$ cat config.mk
export PLATFORM = sky130hd
export DESIGN_NAME = rgb_calibrated_color_classifier
export DESIGN_NICKNAME = d
export VERILOG_FILES = /design/src/design/rccc_pkg.sv /design/src/design/rccc_prep.sv /design/src/design/rccc_div_cell.sv /design/src/design/rccc_classify.sv /design/src/design/rgb_calibrated_color_classifier.sv
export SDC_FILE = /design/constraint.sdc
export NUM_CORES = 2
export LEC_CHECK = 0
export BUFFER_PORTS_ARGS = -buffer_cell sky130_fd_sc_hd__buf_2
export CORE_MARGIN = 2
export CORE_UTILIZATION = 50
export CTS_CLUSTER_DIAMETER = 200
export CTS_CLUSTER_SIZE = 20
export DETAILED_ROUTE_END_ITERATION = 10
export MAX_ROUTING_LAYER = met4
export PLACE_DENSITY = 0.74
export SLEW_MARGIN = 10
export SYNTH_ARGS = -nofsm -noshare
export SYNTH_HDL_FRONTEND = slang
export SYNTH_HIERARCHICAL = 1
export SYNTH_SLANG_ARGS = --single-unit
$ cat constraint.sdc
create_clock -name aclk -period 394.5 [get_ports aclk]
set_clock_uncertainty 0.15 [all_clocks]
set_input_delay 98.625 -clock aclk [delete_from_list [all_inputs] [get_ports aclk]]
set_output_delay 98.625 -clock aclk [all_outputs]
set_load 0.005 [all_outputs]
$ cat src/design/rccc_pkg.sv
// Shared types and constants for the calibrated RGB colour classifier.
// No dependencies; imported by every module of the block.
package rccc_pkg;

    localparam int FREQ_BITS_DEF = 20;
    localparam int FRAC_BITS_DEF = 16;
    localparam int NUM_CH        = 3;
    localparam int CFG_IDX_BITS  = 3;
    localparam int CLS_BITS      = 3;

    localparam logic [CFG_IDX_BITS-1:0] REG_BLACK_RED   = 3'd0;
    localparam logic [CFG_IDX_BITS-1:0] REG_BLACK_GREEN = 3'd1;
    localparam logic [CFG_IDX_BITS-1:0] REG_BLACK_BLUE  = 3'd2;
    localparam logic [CFG_IDX_BITS-1:0] REG_WHITE_RED   = 3'd3;
    localparam logic [CFG_IDX_BITS-1:0] REG_WHITE_GREEN = 3'd4;
    localparam logic [CFG_IDX_BITS-1:0] REG_WHITE_BLUE  = 3'd5;

    localparam logic [CLS_BITS-1:0] CLS_RED     = 3'd0;
    localparam logic [CLS_BITS-1:0] CLS_GREEN   = 3'd1;
    localparam logic [CLS_BITS-1:0] CLS_BLUE    = 3'd2;
    localparam logic [CLS_BITS-1:0] CLS_WHITE   = 3'd3;
    localparam logic [CLS_BITS-1:0] CLS_BLACK   = 3'd4;
    localparam logic [CLS_BITS-1:0] CLS_UNKNOWN = 3'd5;

    typedef struct packed {
        logic              valid;
        logic [NUM_CH-1:0] zero;
        logic [NUM_CH-1:0] full;
    } ctrl_t;

endpackage

$ cat src/design/rccc_prep.sv
// Front stage: offsets and spans against calibration, plus zero/full-scale flags.
// Depends on rccc_pkg.
module rccc_prep import rccc_pkg::*; #(
    parameter int FREQ_BITS = FREQ_BITS_DEF
) (
    input  logic                 aclk,
    input  logic                 aresetn,
    input  logic                 advance,
    input  logic                 in_valid,
    input  logic [FREQ_BITS-1:0] raw   [NUM_CH],
    input  logic [FREQ_BITS-1:0] black [NUM_CH],
    input  logic [FREQ_BITS-1:0] white [NUM_CH],
    output ctrl_t                ctrl_o,
    output logic [FREQ_BITS-1:0] rem_o  [NUM_CH],
    output logic [FREQ_BITS-1:0] span_o [NUM_CH]
);

    ctrl_t                ctrl_reg, ctrl_next;
    logic [FREQ_BITS-1:0] rem_reg  [NUM_CH];
    logic [FREQ_BITS-1:0] rem_next [NUM_CH];
    logic [FREQ_BITS-1:0] span_reg  [NUM_CH];
    logic [FREQ_BITS-1:0] span_next [NUM_CH];

    always_comb begin
        ctrl_next.valid = in_valid;
        for (int c = 0; c < NUM_CH; c++) begin
            ctrl_next.zero[c] = (white[c] <= black[c]) || (raw[c] <= black[c]);
            ctrl_next.full[c] = (raw[c] >= white[c]);
            rem_next[c]       = raw[c] - black[c];
            span_next[c]      = white[c] - black[c];
        end
    end

    always_ff @(posedge aclk) begin
        if (!aresetn) begin
            ctrl_reg <= '0;
        end else if (advance) begin
            ctrl_reg <= ctrl_next;
        end
    end

    always_ff @(posedge aclk) begin
        if (advance) begin
            rem_reg  <= rem_next;
            span_reg <= span_next;
        end
    end

    assign ctrl_o = ctrl_reg;
    assign rem_o  = rem_reg;
    assign span_o = span_reg;

endmodule

$ cat src/design/rccc_div_cell.sv
// One restoring-division cell: resolves one quotient bit for all three channels.
// Depends on rccc_pkg.
module rccc_div_cell import rccc_pkg::*; #(
    parameter int FREQ_BITS = FREQ_BITS_DEF,
    parameter int FRAC_BITS = FRAC_BITS_DEF
) (
    input  logic                 aclk,
    input  logic                 aresetn,
    input  logic                 advance,
    input  ctrl_t                ctrl_i,
    input  logic [FREQ_BITS-1:0] rem_i  [NUM_CH],
    input  logic [FREQ_BITS-1:0] span_i [NUM_CH],
    input  logic [FRAC_BITS-1:0] quot_i [NUM_CH],
    output ctrl_t                ctrl_o,
    output logic [FREQ_BITS-1:0] rem_o  [NUM_CH],
    output logic [FREQ_BITS-1:0] span_o [NUM_CH],
    output logic [FRAC_BITS-1:0] quot_o [NUM_CH]
);

    ctrl_t                ctrl_reg;
    logic [FREQ_BITS-1:0] rem_reg  [NUM_CH];
    logic [FREQ_BITS-1:0] rem_next [NUM_CH];
    logic [FREQ_BITS-1:0] span_reg [NUM_CH];
    logic [FRAC_BITS-1:0] quot_reg  [NUM_CH];
    logic [FRAC_BITS-1:0] quot_next [NUM_CH];
    logic [FREQ_BITS:0]   shifted [NUM_CH];
    logic [FREQ_BITS:0]   diff    [NUM_CH];
    logic [NUM_CH-1:0]    ge;

    always_comb begin
        for (int c = 0; c < NUM_CH; c++) begin
            shifted[c]   = {rem_i[c], 1'b0};
            diff[c]      = shifted[c] - {1'b0, span_i[c]};
            ge[c]        = (shifted[c] >= {1'b0, span_i[c]});
            rem_next[c]  = ge[c] ? diff[c][FREQ_BITS-1:0] : shifted[c][FREQ_BITS-1:0];
            quot_next[c] = {quot_i[c][FRAC_BITS-2:0], ge[c]};
        end
    end

    always_ff @(posedge aclk) begin
        if (!aresetn) begin
            ctrl_reg <= '0;
        end else if (advance) begin
            ctrl_reg <= ctrl_i;
        end
    end

    always_ff @(posedge aclk) begin
        if (advance) begin
            rem_reg  <= rem_next;
            span_reg <= span_i;
            quot_reg <= quot_next;
        end
    end

    assign ctrl_o = ctrl_reg;
    assign rem_o  = rem_reg;
    assign span_o = span_reg;
    assign quot_o = quot_reg;

endmodule

$ cat src/design/rccc_classify.sv
// Output stage: saturation, class decision (dominant channel, else white, black or unknown) and result register.
// Depends on rccc_pkg.
module rccc_classify import rccc_pkg::*; #(
    parameter int FRAC_BITS = FRAC_BITS_DEF
) (
    input  logic                 aclk,
    input  logic                 aresetn,
    input  logic                 advance,
    input  ctrl_t                ctrl_i,
    input  logic [FRAC_BITS-1:0] quot_i [NUM_CH],
    output logic                 out_valid,
    output logic [FRAC_BITS:0]   norm_o [NUM_CH],
    output logic [CLS_BITS-1:0]  class_o
);

    localparam int FULL = 1 << FRAC_BITS;
    localparam logic [FRAC_BITS:0] FULL_SCALE = (FRAC_BITS+1)'(FULL);
    localparam logic [FRAC_BITS:0] T_PRIMARY  = (FRAC_BITS+1)'(FULL / 5);
    localparam logic [FRAC_BITS:0] T_GREEN    = (FRAC_BITS+1)'(FULL / 20);
    localparam logic [FRAC_BITS:0] T_WHITE    = (FRAC_BITS+1)'((FULL * 7) / 20);
    localparam logic [FRAC_BITS:0] T_BLACK    = (FRAC_BITS+1)'(FULL / 10);

    logic                valid_reg;
    logic [FRAC_BITS:0]  norm_reg  [NUM_CH];
    logic [FRAC_BITS:0]  norm_next [NUM_CH];
    logic [CLS_BITS-1:0] class_reg, class_next;
    logic [FRAC_BITS:0]  r, g, b;

    always_comb begin
        for (int c = 0; c < NUM_CH; c++) begin
            if (ctrl_i.zero[c]) begin
                norm_next[c] = '0;
            end else if (ctrl_i.full[c]) begin
                norm_next[c] = FULL_SCALE;
            end else begin
                norm_next[c] = {1'b0, quot_i[c]};
            end
        end
        r = norm_next[0];
        g = norm_next[1];
        b = norm_next[2];
        if (r > g && r > b && r > T_PRIMARY) begin
            class_next = CLS_RED;
        end else if (g > r && g > b && g > T_GREEN) begin
            class_next = CLS_GREEN;
        end else if (b > r && b > g && b > T_PRIMARY) begin
            class_next = CLS_BLUE;
        end else if (r > T_WHITE && g > T_WHITE && b > T_WHITE) begin
            class_next = CLS_WHITE;
        end else if (r < T_BLACK && g < T_BLACK && b < T_BLACK) begin
            class_next = CLS_BLACK;
        end else begin
            class_next = CLS_UNKNOWN;
        end
    end

    always_ff @(posedge aclk) begin
        if (!aresetn) begin
            valid_reg <= 1'b0;
        end else if (advance) begin
            valid_reg <= ctrl_i.valid;
        end
    end

    always_ff @(posedge aclk) begin
        if (advance) begin
            norm_reg  <= norm_next;
            class_reg <= class_next;
        end
    end

    assign out_valid = valid_reg;
    assign norm_o    = norm_reg;
    assign class_o   = class_reg;

endmodule

$ cat src/design/rgb_calibrated_color_classifier.sv
// Calibrated RGB colour classifier: top level with calibration registers and division chain.
// Pipeline: one prep stage, one division cell per quotient bit and one output register.
// Throughput: one beat per cycle while the output register is empty or being taken.
// The whole chain advances together whenever the output register is empty or being taken.
// Reset (aresetn, synchronous): pipeline emptied, black registers 0, white registers 1.
// Depends on rccc_pkg, rccc_prep, rccc_div_cell, rccc_classify.
module rgb_calibrated_color_classifier import rccc_pkg::*; #(
    parameter int FREQ_BITS = FREQ_BITS_DEF,
    parameter int FRAC_BITS = FRAC_BITS_DEF,
    localparam int S_W = ((NUM_CH * FREQ_BITS + 7) / 8) * 8,
    localparam int M_W = ((NUM_CH * (FRAC_BITS + 1) + CLS_BITS + 7) / 8) * 8
) (
    input  logic                    aclk,
    input  logic                    aresetn,
    input  logic                    s_tvalid,
    output logic                    s_tready,
    input  logic [S_W-1:0]          s_tdata,   // raw_red, raw_green, raw_blue
    output logic                    m_tvalid,
    input  logic                    m_tready,
    output logic [M_W-1:0]          m_tdata,   // norm_red, norm_green, norm_blue, color_class
    input  logic                    cfg_valid,
    output logic                    cfg_ready,
    input  logic [CFG_IDX_BITS-1:0] cfg_index,
    input  logic [FREQ_BITS-1:0]    cfg_data
);

    logic                 advance;
    logic [FREQ_BITS-1:0] black_reg [NUM_CH];
    logic [FREQ_BITS-1:0] white_reg [NUM_CH];
    logic [FREQ_BITS-1:0] raw [NUM_CH];

    ctrl_t                chain_ctrl [FRAC_BITS+1];
    logic [FREQ_BITS-1:0] chain_rem  [FRAC_BITS+1][NUM_CH];
    logic [FREQ_BITS-1:0] chain_span [FRAC_BITS+1][NUM_CH];
    logic [FRAC_BITS-1:0] chain_quot [FRAC_BITS+1][NUM_CH];

    logic [FRAC_BITS:0]   norm [NUM_CH];
    logic [CLS_BITS-1:0]  color_class;

    assign advance   = !m_tvalid || m_tready;
    assign s_tready  = advance;
    assign cfg_ready = 1'b1;

    always_ff @(posedge aclk) begin
        if (!aresetn) begin
            for (int c = 0; c < NUM_CH; c++) begin
                black_reg[c] <= '0;
                white_reg[c] <= FREQ_BITS'(1);
            end
        end else if (cfg_valid) begin
            case (cfg_index)
                REG_BLACK_RED:   black_reg[0] <= cfg_data;
                REG_BLACK_GREEN: black_reg[1] <= cfg_data;
                REG_BLACK_BLUE:  black_reg[2] <= cfg_data;
                REG_WHITE_RED:   white_reg[0] <= cfg_data;
                REG_WHITE_GREEN: white_reg[1] <= cfg_data;
                REG_WHITE_BLUE:  white_reg[2] <= cfg_data;
                default: ;
            endcase
        end
    end

    always_comb begin
        for (int c = 0; c < NUM_CH; c++) begin
            raw[c]           = s_tdata[c*FREQ_BITS +: FREQ_BITS];
            chain_quot[0][c] = '0;
        end
    end

    rccc_prep #(
        .FREQ_BITS(FREQ_BITS)
    ) u_prep (
        .aclk    (aclk),
        .aresetn (aresetn),
        .advance (advance),
        .in_valid(s_tvalid),
        .raw     (raw),
        .black   (black_reg),
        .white   (white_reg),
        .ctrl_o  (chain_ctrl[0]),
        .rem_o   (chain_rem[0]),
        .span_o  (chain_span[0])
    );

    for (genvar k = 0; k < FRAC_BITS; k++) begin : g_cell
        rccc_div_cell #(
            .FREQ_BITS(FREQ_BITS),
            .FRAC_BITS(FRAC_BITS)
        ) u_cell (
            .aclk   (aclk),
            .aresetn(aresetn),
            .advance(advance),
            .ctrl_i (chain_ctrl[k]),
            .rem_i  (chain_rem[k]),
            .span_i (chain_span[k]),
            .quot_i (chain_quot[k]),
            .ctrl_o (chain_ctrl[k+1]),
            .rem_o  (chain_rem[k+1]),
            .span_o (chain_span[k+1]),
            .quot_o (chain_quot[k+1])
        );
    end

    rccc_classify #(
        .FRAC_BITS(FRAC_BITS)
    ) u_classify (
        .aclk     (aclk),
        .aresetn  (aresetn),
        .advance  (advance),
        .ctrl_i   (chain_ctrl[FRAC_BITS]),
        .quot_i   (chain_quot[FRAC_BITS]),
        .out_valid(m_tvalid),
        .norm_o   (norm),
        .class_o  (color_class)
    );

    assign m_tdata = M_W'({color_class, norm[2], norm[1], norm[0]});

endmodule

==> flow_summary.json <==
{
  "grt_max_degree": 172,
  "fillCellCount": 26769,
  "wire_per_inst_um": 17.46,
  "hp-class": "reg2reg",
  "synthCells": 13708,
  "die_y_um": 564.6,
  "syn_to_final_growth_pct": 5.308,
  "route.vias.total": 100313,
  "end_kind": "output port",
  "io_buffers": 143,
  "avgSynthCellArea_um2": 11.46,
  "top_usage_layer": "met2",
  "track_usage_pct": 19.87,
  "synth_area_um2": 157100,
  "multi_input_area_um2": 72890,
  "drive_gt1_share_pct": 9.341,
  "cts-buffers-inserted": 157,
  "hold_violations": 0,
  "htree_levels": 4,
  "drtPass1Iterations": 6,
  "core-area_um2": 312200,
  "post_cts_resize_count": 0,
  "vias_per_cell": 5.593,
  "cp_max_fo": 4,
  "p_leak_uw": 0.06817,
  "seqCellArea_um2": 76330,
  "gr-usage-met3_pct": 1.626,
  "timing.fmax_ghz": 0.005048,
  "cp_cell_sequence": "buf_2, nand2b_4, buf_2",
  "hold_depth": 0,
  "finalCritPeriodShare_pct": 50.22,
  "insertion_delay_ps": 850,
  "ir_drop_mv": 0.004441,
  "rsz0062_at_grt": "no",
  "grt_overflow": 0,
  "yosys_warnings": 6,
  "gr-usage-met1_pct": 24.50,
  "met2_usage_pct": 34.24,
  "dp_hpwl_mm": 242.8,
  "start_util_pct": 50.33,
  "holdWs_ps": 240.8,
  "die_x_um": 564.6,
  "fp.dieArea_um2": 318700,
  "grt_pass1_wl_mm": 503.7,
  "slowest_delay_ps": 300,
  "r2r_cells": 8,
  "criticalPathCategory": "in2out",
  "drt-initial-drc-count": 6320,
  "routed_wl_mm": 313.1,
  "cts_hold_buf": 0,
  "nets": 15055,
  "period_needed_ps": 198110,
  "start_kind": "input port",
  "cts_setup_buffers": 0,
  "ios": 151,
  "num_rows": 205,
  "cts_tree": "done",
  "crit_slowest_cell": "buf_2",
  "gp_congestion": 0.9008,
  "cts_root_buf": "clkbuf_16",
  "critPathBufInv": 2,
  "tightest_slew_ps": 1101,
  "path_clk_slew_ps": 80,
  "grt_pass1_vias": 97399,
  "cp_common_cell": "buf_2",
  "crit_arrival_ps": 99330,
  "drt_drc_violations_left": 0,
  "tns_ps": 0,
  "postLayoutCoreUtil_pct": 53.00,
  "cts_sinks": 2622,
  "critical_path_depth": 3,
  "postRouteAntennaNets": 0,
  "powerDensity_nw_per_um2": 9.867,
  "cap_violations": 0,
  "grt_antenna_before_repair": 5,
  "setup_viol": 0,
  "worst_ep_required_time_ps": 295730,
  "maxSlewHeadroom_pct": 26.57,
  "crit_family": "buffers and inverters",
  "max-clock-path-buffers": 4,
  "status": "finished, final reports clean",
  "slew_violations": 0
}
==> final timing paths <==
path                                    start                          end  slack, ps
setup / recovery                     m_tready                     s_tready     196390
hold / removal    g_cell[7].u_cell/quot_o[18]  g_cell[8].u_cell/quot_o[19]        240
setup reg to reg         u_classify/out_valid  g_cell[14].u_cell/rem_o[41]     387790
hold reg to reg   g_cell[7].u_cell/quot_o[18]  g_cell[8].u_cell/quot_o[19]        240
==> cells in the final DEF (no fill, tap or decap), drive strengths merged, types with 31 or more instances in the layout <==
master and count:
mux2 615, edfxtp 2382, ha 1189, dfxtp 240, a41o 32, o221ai 79, nand4 168, o22ai 76
nand2 634, nand3 189, o31a 69, a211o 85, o211ai 120, clkbuf 217, o21ai 496, a21oi 947
and3 150, mux2i 279, nor3b 33, nor2 817, o31ai 114, a31oi 178, or3 115, nand2b 95
a41oi 31, nor4b 34, inv 1458, nor3 237, o21bai 58, and2 110, o21a 292, a21o 411
nor2b 344, buf 215, xor2 187, nor4 47, a21boi 52, fa 51, a211oi 75, xnor2 538
==> routing by layer <==
metal	routed length [um]	share of wire [%]	vias up
met1	138300	44	47415
met2	153300	49	1885
li1	-	-	50455
met3	9636	3.1	558
met4	11900	3.8	0
met5	0	0	-
==> worst reg2reg max path, stage by stage, from the launching register on <==
cell and delay [ps]:
dfxtp_1 410, nand2b_4 300, buf_4 500, buf_4 670, buf_4 830, buf_4 660, buf_4 920, buf_4 910
buf_4 870
==> power by group <==
| group | internal [uW] | switching (uW) | total [uW] | leakage (uW) |
|---|---|---|---|---|
| Sequential | 460 | 56.8 | 517 | 0.0271 |
| Clock | 74.1 | 86.3 | 160 | 0.00206 |
| Combinational | 462 | 492 | 955 | 0.0390 |
==> stage by stage <==
step	total power, uW	setup slack, ps	instances	cell area [um2]
2_1_floorplan	1296	140180	13709	157100
3_3_place_gp	1456	196330	17704	161200
3_5_place_dp	1472	196330	17704	161200
4_1_cts	1636	196330	17928	165400
5_1_grt	1756	196380	17931	165400
6_report	1632	196390	17935	165500
==> final cells by class <==
cell class | count | area share, %
clock buffers | 217 | 2.524
repair buffers | 215 | 0.7880
multi-input cells | 9273 | 44.06
diodes | 7 | 0.01059
well taps | 4140 | 3.131
flip-flops and latches | 2622 | 46.14
clock inverters | 7 | 0.05747
inverters | 1454 | 3.299
No activity file was read; power rests on OpenSTA's default activity.
